### src/hdl/block_mean_variance_unit_assert.svh
// ----------------------------------------------------------------------------
// Assertion macros for the block mean and variance unit
// Each macro expands to a clocked concurrent assertion in simulation and to
// nothing when SYNTHESIS is defined.
// ----------------------------------------------------------------------------
`ifndef BLOCK_MEAN_VARIANCE_UNIT_ASSERT_SVH
`define BLOCK_MEAN_VARIANCE_UNIT_ASSERT_SVH
`ifndef SYNTHESIS
`define BMV_ASSERT(label, prop, msg) \
    label: assert property (@(posedge clk) disable iff (!rst_n) prop) else $error(msg);
`define BMV_ASSERT_NEXT(label, cond, prop, msg) \
    `BMV_ASSERT(label, (cond) |=> (prop), msg)
`else
`define BMV_ASSERT(label, prop, msg)
`define BMV_ASSERT_NEXT(label, cond, prop, msg)
`endif
`endif

### src/hdl/bmv_pkg.sv
// ----------------------------------------------------------------------------
// bmv_pkg
// Field widths, register indexes and the divider state type of the block
// mean and variance unit.
// ----------------------------------------------------------------------------
package bmv_pkg;

    localparam int SIZE_W      = 10;   // image size registers
    localparam int SIZE_RESET  = 512;  // reset image size before clamping
    localparam int PIXEL_W     = 8;
    localparam int PIXEL_MAX   = 2 ** PIXEL_W - 1;
    localparam int FRAC_W      = 8;    // fraction bits of mean and variance
    localparam int MEAN_W      = 16;
    localparam int VAR_W       = 22;
    localparam int TILE_IDX_W  = 5;
    localparam int PIXELS_W    = 9;
    localparam int CFG_IDX_W   = 1;

    localparam logic [CFG_IDX_W-1:0] REG_IMAGE_ROWS = 1'd0;
    localparam logic [CFG_IDX_W-1:0] REG_IMAGE_COLS = 1'd1;

    typedef enum logic [4:0] {
        DV_IDLE = 5'b00001,
        DV_MUL  = 5'b00010,
        DV_SUB  = 5'b00100,
        DV_DIV  = 5'b01000,
        DV_OUT  = 5'b10000
    } dv_state_t;

endpackage

### src/hdl/block_mean_variance_unit.sv
// ----------------------------------------------------------------------------
// block_mean_variance_unit
// Tile-wise mean and population variance of a raster-order grayscale image,
// with per-tile-column running sums held in a synchronous memory.
// ----------------------------------------------------------------------------
// Channel   Direction  Handshake             Payload
// pixel     in         in_valid / in_ready   pixel
// result    out        out_valid / out_ready tile_row, tile_col, tile_pixels,
//                                            mean_q8, variance_q8, image_done
// config    in         cfg_we                cfg_index, cfg_data
//
// A pixel that does not close a tile streams through a read-modify-write of the
// sums memory at one pixel per cycle while in_ready is high, with the last
// write forwarded to the next read of the same tile column. A pixel that
// closes a tile holds in_ready low through the accumulate cycle, one multiply
// stage, one subtract and 22 restoring division steps in the shared divider,
// then the hand-over to the output register. A stalled result only stalls the
// input once the divider has a second tile finished. Reset clears the control
// state; the memory needs no clearing since the first pixel of a tile loads
// its entry.
// ----------------------------------------------------------------------------
`include "block_mean_variance_unit_assert.svh"

module block_mean_variance_unit #(
    parameter int TILE_ROWS = 16,
    parameter int TILE_COLS = 16,
    parameter int MAX_COLS  = 512,
    parameter int MAX_ROWS  = 512
) (
    input  logic                                clk,
    input  logic                                rst_n,
    input  logic                                cfg_we,
    input  logic [bmv_pkg::CFG_IDX_W-1:0]       cfg_index,
    input  logic [bmv_pkg::SIZE_W-1:0]          cfg_data,
    input  logic                                in_valid,
    output logic                                in_ready,
    input  logic [bmv_pkg::PIXEL_W-1:0]         pixel,
    output logic                                out_valid,
    input  logic                                out_ready,
    output logic [bmv_pkg::TILE_IDX_W-1:0]      tile_row,
    output logic [bmv_pkg::TILE_IDX_W-1:0]      tile_col,
    output logic [bmv_pkg::PIXELS_W-1:0]        tile_pixels,
    output logic [bmv_pkg::MEAN_W-1:0]          mean_q8,
    output logic [bmv_pkg::VAR_W-1:0]           variance_q8,
    output logic                                image_done
);

    localparam int SIZE_W    = bmv_pkg::SIZE_W;
    localparam int PIXEL_W   = bmv_pkg::PIXEL_W;
    localparam int FRAC_W    = bmv_pkg::FRAC_W;
    localparam int MEAN_W    = bmv_pkg::MEAN_W;
    localparam int VAR_W     = bmv_pkg::VAR_W;
    localparam int SIZE_MAX  = 2 ** SIZE_W - 1;
    localparam int ROW_LIM   = (MAX_ROWS > SIZE_MAX) ? SIZE_MAX : MAX_ROWS;
    localparam int COL_LIM   = (MAX_COLS > SIZE_MAX) ? SIZE_MAX : MAX_COLS;
    localparam int RST_ROWS  = (ROW_LIM < bmv_pkg::SIZE_RESET) ? ROW_LIM : bmv_pkg::SIZE_RESET;
    localparam int RST_COLS  = (COL_LIM < bmv_pkg::SIZE_RESET) ? COL_LIM : bmv_pkg::SIZE_RESET;
    localparam int ROW_W     = $clog2(ROW_LIM);
    localparam int COL_W     = $clog2(COL_LIM);
    localparam int ROW_SLOTS = (ROW_LIM + TILE_ROWS - 1) / TILE_ROWS;
    localparam int COL_SLOTS = (COL_LIM + TILE_COLS - 1) / TILE_COLS;
    localparam int TR_W      = (ROW_SLOTS > 1) ? $clog2(ROW_SLOTS) : 1;
    localparam int TC_W      = (COL_SLOTS > 1) ? $clog2(COL_SLOTS) : 1;
    localparam int LR_W      = $clog2(TILE_ROWS);
    localparam int LC_W      = $clog2(TILE_COLS);
    localparam int PW        = LR_W + LC_W + 2;
    localparam int NMAX      = TILE_ROWS * TILE_COLS;
    localparam int N_W       = $clog2(NMAX + 1);
    localparam int SUM_W     = $clog2(NMAX * bmv_pkg::PIXEL_MAX + 1);
    localparam int SQ_W      = $clog2(NMAX * bmv_pkg::PIXEL_MAX * bmv_pkg::PIXEL_MAX + 1);
    localparam int NUM_W     = N_W + SQ_W;
    localparam int MEM_W     = SUM_W + SQ_W;
    localparam int CNT_W     = $clog2(VAR_W);

    localparam logic [SIZE_W-1:0] ROW_LIM_SZ  = SIZE_W'(ROW_LIM);
    localparam logic [SIZE_W-1:0] COL_LIM_SZ  = SIZE_W'(COL_LIM);
    localparam logic [LR_W-1:0]   LR_LAST     = LR_W'(TILE_ROWS - 1);
    localparam logic [LC_W-1:0]   LC_LAST     = LC_W'(TILE_COLS - 1);
    localparam logic [CNT_W-1:0]  CNT_START   = CNT_W'(VAR_W - 1);
    localparam logic [CNT_W-1:0]  CNT_MEAN    = CNT_W'(MEAN_W);

    function automatic logic [SIZE_W-1:0] clamp_size(
        input logic [SIZE_W-1:0] v,
        input logic [SIZE_W-1:0] lim
    );
        logic [SIZE_W-1:0] r;
        r = v;
        if (v == '0)
        begin
            r = SIZE_W'(1);
        end
        else if (v > lim)
        begin
            r = lim;
        end
        return r;
    endfunction

    // ------------------------------------------------------------------
    // Size registers and raster position
    // ------------------------------------------------------------------
    logic [SIZE_W-1:0] rows_reg;
    logic [SIZE_W-1:0] cols_reg;
    logic [ROW_W-1:0]  row_reg;
    logic [COL_W-1:0]  col_reg;
    logic [LR_W-1:0]   lr_reg;
    logic [LC_W-1:0]   lc_reg;
    logic [TR_W-1:0]   tr_reg;
    logic [TC_W-1:0]   tc_reg;

    logic              in_fire;
    logic              row_end;
    logic              last_row;
    logic              tile_col_end;
    logic              tile_row_end;
    logic              tile_close;
    logic              frame_end;
    logic              tile_first;
    logic [LR_W:0]     tile_h;
    logic [LC_W:0]     tile_w;
    logic [PW-1:0]     tile_prod;
    logic [N_W-1:0]    tile_n;

    bmv_pkg::dv_state_t dv_state_reg;

    logic              s1_valid_reg;
    logic              s1_close_reg;

    assign in_ready = (dv_state_reg == bmv_pkg::DV_IDLE) && !(s1_valid_reg && s1_close_reg);
    assign in_fire  = in_valid && in_ready;

    always_comb
    begin
        row_end      = (SIZE_W'(col_reg) == cols_reg - SIZE_W'(1));
        last_row     = (SIZE_W'(row_reg) == rows_reg - SIZE_W'(1));
        tile_col_end = (lc_reg == LC_LAST);
        tile_row_end = (lr_reg == LR_LAST);
        tile_close   = (tile_col_end || row_end) && (tile_row_end || last_row);
        frame_end    = row_end && last_row;
        tile_first   = (lr_reg == '0) && (lc_reg == '0);
        // At a tile close the clipped height and width are the local offsets plus one.
        tile_h       = {1'b0, lr_reg} + (LR_W + 1)'(1);
        tile_w       = {1'b0, lc_reg} + (LC_W + 1)'(1);
        tile_prod    = PW'(tile_h) * PW'(tile_w);
        tile_n       = N_W'(tile_prod);
    end

    always_ff @(posedge clk or negedge rst_n)
    begin
        if (!rst_n)
        begin
            rows_reg <= SIZE_W'(RST_ROWS);
            cols_reg <= SIZE_W'(RST_COLS);
            row_reg  <= '0;
            col_reg  <= '0;
            lr_reg   <= '0;
            lc_reg   <= '0;
            tr_reg   <= '0;
            tc_reg   <= '0;
        end
        else if (cfg_we)
        begin
            unique case (cfg_index)
                bmv_pkg::REG_IMAGE_ROWS: rows_reg <= clamp_size(cfg_data, ROW_LIM_SZ);
                bmv_pkg::REG_IMAGE_COLS: cols_reg <= clamp_size(cfg_data, COL_LIM_SZ);
                default: ;
            endcase
            row_reg <= '0;
            col_reg <= '0;
            lr_reg  <= '0;
            lc_reg  <= '0;
            tr_reg  <= '0;
            tc_reg  <= '0;
        end
        else if (in_fire)
        begin
            if (row_end)
            begin
                col_reg <= '0;
                lc_reg  <= '0;
                tc_reg  <= '0;
                if (last_row)
                begin
                    row_reg <= '0;
                    lr_reg  <= '0;
                    tr_reg  <= '0;
                end
                else
                begin
                    row_reg <= row_reg + ROW_W'(1);
                    if (tile_row_end)
                    begin
                        lr_reg <= '0;
                        tr_reg <= tr_reg + TR_W'(1);
                    end
                    else
                    begin
                        lr_reg <= lr_reg + LR_W'(1);
                    end
                end
            end
            else
            begin
                col_reg <= col_reg + COL_W'(1);
                if (tile_col_end)
                begin
                    lc_reg <= '0;
                    tc_reg <= tc_reg + TC_W'(1);
                end
                else
                begin
                    lc_reg <= lc_reg + LC_W'(1);
                end
            end
        end
    end

    // ------------------------------------------------------------------
    // Accumulate stage: read at accept, modify and write back in the next cycle
    // ------------------------------------------------------------------
    logic [MEM_W-1:0]   sums_mem [0:COL_SLOTS-1];
    logic [MEM_W-1:0]   rd_data_reg;

    logic [PIXEL_W-1:0] s1_pix_reg;
    logic [TC_W-1:0]    s1_addr_reg;
    logic               s1_first_reg;
    logic               s1_done_reg;
    logic [TR_W-1:0]    s1_tr_reg;
    logic [N_W-1:0]     s1_n_reg;

    logic               fwd_valid_reg;
    logic [TC_W-1:0]    fwd_addr_reg;
    logic [SUM_W-1:0]   fwd_sum_reg;
    logic [SQ_W-1:0]    fwd_sq_reg;

    logic                 fwd_hit;
    logic [SUM_W-1:0]     base_sum;
    logic [SQ_W-1:0]      base_sq;
    logic [2*PIXEL_W-1:0] pix_sq;
    logic [SUM_W-1:0]     sum_new;
    logic [SQ_W-1:0]      sq_new;
    logic                 dv_load;

    always_comb
    begin
        fwd_hit = fwd_valid_reg && (fwd_addr_reg == s1_addr_reg);
        if (s1_first_reg)
        begin
            base_sum = '0;
            base_sq  = '0;
        end
        else if (fwd_hit)
        begin
            base_sum = fwd_sum_reg;
            base_sq  = fwd_sq_reg;
        end
        else
        begin
            base_sum = rd_data_reg[MEM_W-1:SQ_W];
            base_sq  = rd_data_reg[SQ_W-1:0];
        end
        pix_sq  = (2 * PIXEL_W)'(s1_pix_reg) * (2 * PIXEL_W)'(s1_pix_reg);
        sum_new = base_sum + SUM_W'(s1_pix_reg);
        sq_new  = base_sq + SQ_W'(pix_sq);
        dv_load = s1_valid_reg && s1_close_reg;
    end

    always_ff @(posedge clk)
    begin
        if (s1_valid_reg)
        begin
            sums_mem[s1_addr_reg] <= {sum_new, sq_new};
        end
    end

    always_ff @(posedge clk)
    begin
        if (in_fire)
        begin
            rd_data_reg <= sums_mem[tc_reg];
        end
    end

    always_ff @(posedge clk or negedge rst_n)
    begin
        if (!rst_n)
        begin
            s1_valid_reg  <= 1'b0;
            s1_close_reg  <= 1'b0;
            fwd_valid_reg <= 1'b0;
        end
        else
        begin
            s1_valid_reg <= in_fire;
            s1_close_reg <= in_fire && tile_close;
            if (s1_valid_reg)
            begin
                fwd_valid_reg <= 1'b1;
            end
        end
    end

    always_ff @(posedge clk)
    begin
        if (in_fire)
        begin
            s1_pix_reg   <= pixel;
            s1_addr_reg  <= tc_reg;
            s1_first_reg <= tile_first;
            s1_done_reg  <= frame_end;
            s1_tr_reg    <= tr_reg;
            s1_n_reg     <= tile_n;
        end
        if (s1_valid_reg)
        begin
            fwd_addr_reg <= s1_addr_reg;
            fwd_sum_reg  <= sum_new;
            fwd_sq_reg   <= sq_new;
        end
    end

    // ------------------------------------------------------------------
    // Tile statistics: products, numerator, then restoring division that
    // produces the mean and variance quotients together.
    // ------------------------------------------------------------------
    logic [N_W-1:0]       dv_n_reg;
    logic [SUM_W-1:0]     dv_s_reg;
    logic [SQ_W-1:0]      dv_q_reg;
    logic [TR_W-1:0]      dv_tr_reg;
    logic [TC_W-1:0]      dv_tc_reg;
    logic                 dv_done_reg;
    logic [NUM_W-1:0]     nq_reg;
    logic [2*SUM_W-1:0]   ss_reg;
    logic [2*N_W-1:0]     nn_reg;
    logic [CNT_W-1:0]     dv_cnt_reg;
    logic [N_W-1:0]       mr_reg;
    logic [MEAN_W-1:0]    mlow_reg;
    logic [MEAN_W-1:0]    mq_reg;
    logic [2*N_W-1:0]     vr_reg;
    logic [VAR_W-1:0]     vlow_reg;
    logic [VAR_W-1:0]     vq_reg;

    logic [NUM_W-1:0]     num;
    logic [2*N_W:0]       vtry;
    logic                 vge;
    logic [2*N_W-1:0]     vr_next;
    logic [N_W:0]         mtry;
    logic                 mge;
    logic [N_W-1:0]       mr_next;
    logic                 mean_step;
    logic                 out_load;

    logic                 out_valid_reg;

    always_comb
    begin
        num       = nq_reg - NUM_W'(ss_reg);
        vtry      = {vr_reg, vlow_reg[VAR_W-1]};
        vge       = (vtry >= {1'b0, nn_reg});
        vr_next   = vge ? (2 * N_W)'(vtry - {1'b0, nn_reg}) : vtry[2*N_W-1:0];
        mtry      = {mr_reg, mlow_reg[MEAN_W-1]};
        mge       = (mtry >= {1'b0, dv_n_reg});
        mr_next   = mge ? N_W'(mtry - {1'b0, dv_n_reg}) : mtry[N_W-1:0];
        mean_step = (dv_cnt_reg < CNT_MEAN);
        out_load  = (dv_state_reg == bmv_pkg::DV_OUT) && (!out_valid_reg || out_ready);
    end

    always_ff @(posedge clk or negedge rst_n)
    begin
        if (!rst_n)
        begin
            dv_state_reg <= bmv_pkg::DV_IDLE;
            dv_cnt_reg   <= '0;
        end
        else
        begin
            unique case (dv_state_reg)
                bmv_pkg::DV_IDLE:
                begin
                    if (dv_load)
                    begin
                        dv_state_reg <= bmv_pkg::DV_MUL;
                    end
                end
                bmv_pkg::DV_MUL:
                begin
                    dv_state_reg <= bmv_pkg::DV_SUB;
                end
                bmv_pkg::DV_SUB:
                begin
                    dv_cnt_reg   <= CNT_START;
                    dv_state_reg <= bmv_pkg::DV_DIV;
                end
                bmv_pkg::DV_DIV:
                begin
                    dv_cnt_reg <= dv_cnt_reg - CNT_W'(1);
                    if (dv_cnt_reg == '0)
                    begin
                        dv_state_reg <= bmv_pkg::DV_OUT;
                    end
                end
                bmv_pkg::DV_OUT:
                begin
                    if (out_load)
                    begin
                        dv_state_reg <= bmv_pkg::DV_IDLE;
                    end
                end
                default:
                begin
                    dv_state_reg <= bmv_pkg::DV_IDLE;
                end
            endcase
        end
    end

    always_ff @(posedge clk)
    begin
        if (dv_load && (dv_state_reg == bmv_pkg::DV_IDLE))
        begin
            dv_n_reg    <= s1_n_reg;
            dv_s_reg    <= sum_new;
            dv_q_reg    <= sq_new;
            dv_tr_reg   <= s1_tr_reg;
            dv_tc_reg   <= s1_addr_reg;
            dv_done_reg <= s1_done_reg;
        end
        if (dv_state_reg == bmv_pkg::DV_MUL)
        begin
            nq_reg <= NUM_W'(dv_n_reg) * NUM_W'(dv_q_reg);
            ss_reg <= (2 * SUM_W)'(dv_s_reg) * (2 * SUM_W)'(dv_s_reg);
            nn_reg <= (2 * N_W)'(dv_n_reg) * (2 * N_W)'(dv_n_reg);
        end
        if (dv_state_reg == bmv_pkg::DV_SUB)
        begin
            // The quotients are known to fit their widths, so the upper part
            // of each dividend is already below the divisor.
            vr_reg   <= (2 * N_W)'(num >> (VAR_W - FRAC_W));
            vlow_reg <= {num[VAR_W-FRAC_W-1:0], FRAC_W'(0)};
            mr_reg   <= N_W'(dv_s_reg >> (MEAN_W - FRAC_W));
            mlow_reg <= {dv_s_reg[MEAN_W-FRAC_W-1:0], FRAC_W'(0)};
        end
        if (dv_state_reg == bmv_pkg::DV_DIV)
        begin
            vr_reg   <= vr_next;
            vlow_reg <= {vlow_reg[VAR_W-2:0], 1'b0};
            vq_reg   <= {vq_reg[VAR_W-2:0], vge};
            if (mean_step)
            begin
                mr_reg   <= mr_next;
                mlow_reg <= {mlow_reg[MEAN_W-2:0], 1'b0};
                mq_reg   <= {mq_reg[MEAN_W-2:0], mge};
            end
        end
    end

    // ------------------------------------------------------------------
    // Output register
    // ------------------------------------------------------------------
    logic [bmv_pkg::TILE_IDX_W-1:0] tile_row_reg;
    logic [bmv_pkg::TILE_IDX_W-1:0] tile_col_reg;
    logic [bmv_pkg::PIXELS_W-1:0]   tile_pixels_reg;
    logic [MEAN_W-1:0]              mean_q8_reg;
    logic [VAR_W-1:0]               variance_q8_reg;
    logic                           image_done_reg;

    always_ff @(posedge clk or negedge rst_n)
    begin
        if (!rst_n)
        begin
            out_valid_reg <= 1'b0;
        end
        else if (out_load)
        begin
            out_valid_reg <= 1'b1;
        end
        else if (out_ready)
        begin
            out_valid_reg <= 1'b0;
        end
    end

    always_ff @(posedge clk)
    begin
        if (out_load)
        begin
            tile_row_reg    <= bmv_pkg::TILE_IDX_W'(dv_tr_reg);
            tile_col_reg    <= bmv_pkg::TILE_IDX_W'(dv_tc_reg);
            tile_pixels_reg <= bmv_pkg::PIXELS_W'(dv_n_reg);
            mean_q8_reg     <= mq_reg;
            variance_q8_reg <= vq_reg;
            image_done_reg  <= dv_done_reg;
        end
    end

    assign out_valid   = out_valid_reg;
    assign tile_row    = tile_row_reg;
    assign tile_col    = tile_col_reg;
    assign tile_pixels = tile_pixels_reg;
    assign mean_q8     = mean_q8_reg;
    assign variance_q8 = variance_q8_reg;
    assign image_done  = image_done_reg;

    // ------------------------------------------------------------------
    // Assertions
    // ------------------------------------------------------------------
    `BMV_ASSERT(a_close_finds_idle,
        (s1_valid_reg && s1_close_reg) |-> (dv_state_reg == bmv_pkg::DV_IDLE),
        "tile close while divider busy")
    `BMV_ASSERT(a_out_from_divider,
        $rose(out_valid_reg) |-> $past(dv_state_reg == bmv_pkg::DV_OUT),
        "result appeared without divider")
    `BMV_ASSERT(a_var_rem_bound,
        (dv_state_reg == bmv_pkg::DV_DIV) |-> (vr_reg < nn_reg),
        "variance remainder not below divisor")
    `BMV_ASSERT(a_mean_rem_bound,
        (dv_state_reg == bmv_pkg::DV_DIV) |-> (mr_reg < dv_n_reg),
        "mean remainder not below divisor")
    `BMV_ASSERT_NEXT(a_div_count,
        (dv_state_reg == bmv_pkg::DV_DIV) && (dv_cnt_reg != '0),
        (dv_state_reg == bmv_pkg::DV_DIV) && (dv_cnt_reg == $past(dv_cnt_reg) - CNT_W'(1)),
        "division step count broken")

endmodule

### config.mk
export PLATFORM = sky130hd
export DESIGN_NAME = block_mean_variance_unit
export DESIGN_NICKNAME = d
export VERILOG_FILES = /design/src/hdl/bmv_pkg.sv /design/src/hdl/block_mean_variance_unit.sv
export VERILOG_INCLUDE_DIRS = /design/src /design/src/hdl
export SDC_FILE = /design/constraint.sdc
export NUM_CORES = 2
export LEC_CHECK = 0
export ABC_CLOCK_PERIOD_IN_PS = 12700
export BUFFER_PORTS_ARGS = -buffer_cell sky130_fd_sc_hd__buf_2
export CAP_MARGIN = 15
export CELL_PAD_IN_SITES_DETAIL_PLACEMENT = 0
export CELL_PAD_IN_SITES_GLOBAL_PLACEMENT = 1
export CORE_MARGIN = 8
export CORE_UTILIZATION = 55
export DETAILED_ROUTE_END_ITERATION = 16
export GPL_ROUTABILITY_DRIVEN = 1
export GPL_TIMING_DRIVEN = 1
export PLACE_DENSITY = 0.86
export SKIP_LAST_GASP = 1
export SLEW_MARGIN = 20
export SYNTH_ARGS = -nofsm -noshare
export SYNTH_HDL_FRONTEND = slang
export SYNTH_SLANG_ARGS = --single-unit
### constraint.sdc
create_clock -name clk -period 12.7 [get_ports clk]
set_input_delay 2.54 -clock clk [delete_from_list [all_inputs] [get_ports clk]]
set_output_delay 2.54 -clock clk [all_outputs]
set_load 0.01 [all_outputs]
-- Word level (Yosys, flattened, before mapping)
Memory sizes are Yosys's and may differ from the RTL's. A register that Yosys moved wholly into a read port is not among the register bits.
Index checks and enable logic that the tools add are counted.
- add/sub/neg operators: 16
- multiply operators: 5
- divide/modulo/power cells: 0
- order comparisons: 4
- equal/unequal tests: 13
- shift operators: 0
- mux-type cells: 52
- bitwise operators: 1
- reduce and logical (&&, ||, !) cells: 32
- operator list (cell ; number):
    $mux 9 ; 11
    $mux 16 ; 5
    $mux 5 ; 12
    $mux 18 ; 3
    $mux 24 ; 2
    $mux 22 ; 2
    $mux 4 ; 9
    $mul 16x16->32 ; 1
    $mul 9x24->32 ; 1
    $sub 32x32->32 ; 1
    $pmux 5 s5 ; 1
    $add 24x16->24 ; 1
    $eq 9x10->1 ; 2
    $mux 10 ; 2
    $sub 10x1->10 const B ; 2
    $ge 19x18->1 ; 1
    $add 9x1->9 const B ; 2
    $mul 9x9->18 ; 1
    $sub 18x18->18 ; 1
    $add 16x8->16 ; 1
    $mul 8x8->16 ; 1
    $add 4x1->5 const B ; 2
    $add 5x1->5 const B ; 2
    $ge 10x9->1 ; 1
    27 further kinds ; 56
- bits in registers: 439
- latch bits: 0
- memory bits (writable): 1280
- memory bits (read-only): 0
- output and inout bits: 60
- memories kept: 1
- memories (memory ; words ; width ; rd ports ; clocked after Yosys merged registers in ; write ports ; line ; text):
    sums_mem ; 32 ; 40 ; 1 ; 1 ; 1 ; block_mean_variance_unit.sv:221 ; logic [MEM_W-1:0] sums_mem [0:COL_SLOTS-1];

-- Logic depth before layout (Yosys ltp)
- depth in word-level cells: 6
- gate-level depth with buffers: 28
- depth with buffers taken out: 24

-- Worst setup path after synthesis
No wires, ideal clock.
- kind: register to register
- from: register dv_state_reg[3]
- to: register nn_reg[0], enable pin
- data arrival time: 8.305 ns
- path slack: 3.675 ns
- stages on the path, launching flop included: 3
- path buffers: 0
- cells stage by stage: dfrtp_1 > nor2_1 > nor4bb_1
- cells in the longest elaborated chain, start to end: 1
- ends and longest elaborated chain (what ; line ; text):
    start, declared ; block_mean_variance_unit.sv:124 ; bmv_pkg::dv_state_t dv_state_reg;
    start signal, assigned ; block_mean_variance_unit.sv:372 ; dv_state_reg <= bmv_pkg::DV_IDLE;
    start signal, assigned ; block_mean_variance_unit.sv:382 ; dv_state_reg <= bmv_pkg::DV_MUL;
    start signal, assigned ; block_mean_variance_unit.sv:387 ; dv_state_reg <= bmv_pkg::DV_SUB;
    $eq 5x2->1 ; block_mean_variance_unit.sv:428 ; if (dv_state_reg == bmv_pkg::DV_MUL)
    end signal, assigned ; block_mean_variance_unit.sv:432 ; nn_reg <= (2 * N_W)'(dv_n_reg) * (2 * N_W)'(dv_n_reg);
    end, declared ; block_mean_variance_unit.sv:334 ; logic [2*N_W-1:0] nn_reg;
No other way between the ends.
A chain may end at the register's enable or synchronous reset.

-- Worst setup path after layout
- from: register s1_addr_reg[2]
- to: memory sums_mem[4][21] (netlist name) (data pin)
- cells in the longest elaborated chain, start to end: 5
- ends and longest elaborated chain (what ; line ; text):
    start, declared ; block_mean_variance_unit.sv:225 ; logic [TC_W-1:0] s1_addr_reg;
    start signal, assigned ; block_mean_variance_unit.sv:308 ; s1_addr_reg <= tc_reg;
    $eq 5x5->1 ; block_mean_variance_unit.sv:246 ; fwd_hit = fwd_valid_reg && (fwd_addr_reg == s1_addr_reg);
    $logic_and 1x1->1 ; block_mean_variance_unit.sv:246 ;
    $mux 24 ; block_mean_variance_unit.sv:252 ; else if (fwd_hit)
    $mux 24 ; block_mean_variance_unit.sv:247 ; if (s1_first_reg)
    $add 24x16->24 ; block_mean_variance_unit.sv:264 ; sq_new = base_sq + SQ_W'(pix_sq);
    via sq_new[21] ; block_mean_variance_unit.sv:241 ; logic [SQ_W-1:0] sq_new;
    end, declared ; block_mean_variance_unit.sv:221 ;
The timed path passes the listed nets, and every way through them passes these cells.

==> impl_metrics.json <==
{
  "status": "complete, no violations",
  "multi_input_area_um2": 33000,
  "synth_seq_cells": 1757,
  "route.detailed.drc": 0,
  "wl_met1_mm": 80.8,
  "setup_tns_ps": 0,
  "pin_count": 84,
  "critPathKind": "flip-flop to flip-flop",
  "startpoint": "s1_addr_reg[2]",
  "synth-edff-count": 1662,
  "rsz0062_at_grt": "false",
  "top_layer_used": "met4",
  "gp_congestion": 0.860,
  "met2WireLength_mm": 104,
  "fmax_mhz": 126,
  "crit_arrival_ps": 8400,
  "clk_pin_slew_ps": 60,
  "first_global_vias": 50649,
  "power_density_nw_per_um2": 144,
  "netSwitchingPower_uw": 3470,
  "p_leak_uw": 0.0357,
  "hold_buffers": 0,
  "required_ps": 13160,
  "instances_no_fill": 8013,
  "fp.dieH_um": 416,
  "clock_skew_ps": 66.9,
  "routed_wl_mm": 212,
  "gr-total-overflow": 0,
  "seq_power_share": 0.525,
  "dr.pass1.iters": 5,
  "numPortBuffers": 83,
  "start_util": 0.554,
  "avgSynthCellArea_um2": 15.5,
  "final_nets": 6542,
  "synthToLayoutAreaGrowth_pct": 10.6,
  "drv_slew": 0,
  "whs_ps": 418,
  "hold_path.class": "flip-flop to flip-flop",
  "viasPerCell": 6.13,
  "largest_reg_flops": 1280,
  "synth-main-ff-cell": "edfxtp_1",
  "p_sw_frac": 0.247,
  "drtIter0Drc": 5394,
  "register_area_um2": 52200,
  "seq_area_frac_synth": 0.594,
  "relSlewSlack": 0.193,
  "min_from": "s1_tr_reg[3]",
  "maxCapViolCount": 0,
  "vias": 49086,
  "dp_cells": 7693,
  "wl_per_cell_um": 26.4,
  "p_int_uw": 10500,
  "clkSinkCount": 1757,
  "r2r-start": "s1_addr_reg[2]",
  "period_share": 0.625,
  "antenna_found_initial": 3,
  "critPathCaptureType": "flip-flop",
  "peakVddDrop_mv": 0.204,
  "grt_pass1_wl_mm": 318,
  "utilization": 0.613,
  "design.core.area_um2": 159000,
  "cts_tree": "yes",
  "std_cell_rows": 146,
  "ys_warn_count": 0,
  "ys_types": 79,
  "cts_setup_buffers": 0,
  "start_kind": "flip-flop",
  "grt_max_degree": 99,
  "final_antenna_net_count": 0,
  "ctsResizeCount": 0,
  "power.share.combinational": 0.109,
  "dp_hpwl_mm": 125,
  "tightest_slew_ps": 1210,
  "numCtsBuffers": 174,
  "final_cell_mix": "edfxtp_1 (1,662), inv_1 (648), mux4_2 (400), fa_1 (400), nand2_1 (396)",
  "cts.path.max_buffers": 3,
  "fillers": 11241,
  "root_buffer": "clkbuf_16",
  "wl_met3_mm": 17.8,
  "synth_area_um2": 87800,
  "drive_gt1_frac": 0.167,
  "clockPowerShare": 0.367,
  "die_w_um": 416,
  "netlist_instances": 5664,
  "syn-num-nets": 6408,
  "track_usage": 0.243,
  "worstSkewPairLatency_ps": 830,
  "htree_num_levels": 4,
  "critPathMaxFanout": 34,
  "fin_crit_ps": 7940,
  "hold_viol": 0,
  "dieArea_um2": 173000,
  "setup_viol": 0,
  "final_common_cell": "edfxtp_1",
  "total_power_uw": 14000,
  "antenna_cells": 0,
  "synth-async-reset-ratio": 0.0398
}
-- worst paths after layout --
check	endpoint	slack, ps	cells past startpoint
max in group asynchronous	tc_reg[2]	9930	2
min reg2reg	dv_tr_reg[3]	420	0
max	sums_mem[4][21]	4760	23
max reg2reg	sums_mem[4][21]	4760	23
min	dv_tr_reg[3]	420	0
min in group asynchronous	dv_cnt_reg[3]	1550	1
-- cell usage after synthesis (32+ instances only) --
cell	instances	share of area
xor2_1	71	0.0071
ha_1	320	0.046
nand2b_1	37	0.0026
nor2b_1	35	0.0025
nor3_1	32	0.0018
clkbuf_1	180	0.0077
nand2_1	396	0.017
o21ai_0	141	0.0080
a21oi_1	124	0.0071
and2_1	160	0.011
buf_1	32	0.0014
xnor2_1	139	0.014
edfxtp_1	1662	0.57
mux2i_1	55	0.0063
nor2_1	262	0.011
mux4_2	400	0.10
inv_1	650	0.028
dfrtp_1	67	0.019
fa_1	400	0.091
mux2_2	51	0.0065
nand3_1	44	0.0025
a21o_1	47	0.0040
-- worst max-delay path, cell delays in order, from the launching register on --
cell and delay, ps:
edfxtp_1 530, xor2_1 210, nor4_1 340, and3_4 420
mux2i_1 120, or2_2 310, fa_1 540, inv_1 40
ha_1 270, ha_1 290, inv_1 60, fa_1 410
inv_1 100, ha_2 200, inv_1 60, fa_1 470
nor2b_1 130, o21ai_0 110, a21boi_0 400, o22ai_1 240
o21ai_0 880, a211oi_1 380, nor2_1 400, xor2_4 640
-- layer usage --
layer | up-vias | GRT usage
li1 | 20907 | -
met1 | 25179 | 0.320
met2 | 2469 | 0.410
met3 | 531 | 0.0410
met4 | 0 | 0.0932
met5 | - | 0
-- layout make-up --
type	count	area share
well taps	2072	0.0267
flip-flops and latches	1757	0.537
clock inverters	92	0.0112
repair buffers	176	0.0123
multi-input cells	3036	0.340
clock buffers	227	0.0475
inverters	653	0.0253
-- power groups by stage --
stage | logic, µW | registers (µW) | clock network [µW]
detailed placement | 1500 | 7470 | 0
global placement | 1420 | 7460 | 0
CTS | 1510 | 7350 | 5200
finish | 1520 | 7350 | 5140
global route | 1670 | 7360 | 5420
floorplan | 821 | 7480 | 0
-- through the flow --
stage / setup slack, ps / area, µm²
after floorplan: 3670 / 87800
after global placement: 4920 / 91200
after detailed placement: 4730 / 91300
after CTS: 4660 / 97000
after global routing: 4390 / 97200
final: 4760 / 97200
-- logic make-up after synthesis --
group           count (synthesis)  synth area share
flops                        1757             0.594
mux                           506             0.115
fa+ha+maj                     720             0.137
buf+inv                       871            0.0374
compound gates                502            0.0362
xor+xnor                      210            0.0209
simple gates                 1098            0.0594
No activity file was read; power rests on OpenSTA's default activity.
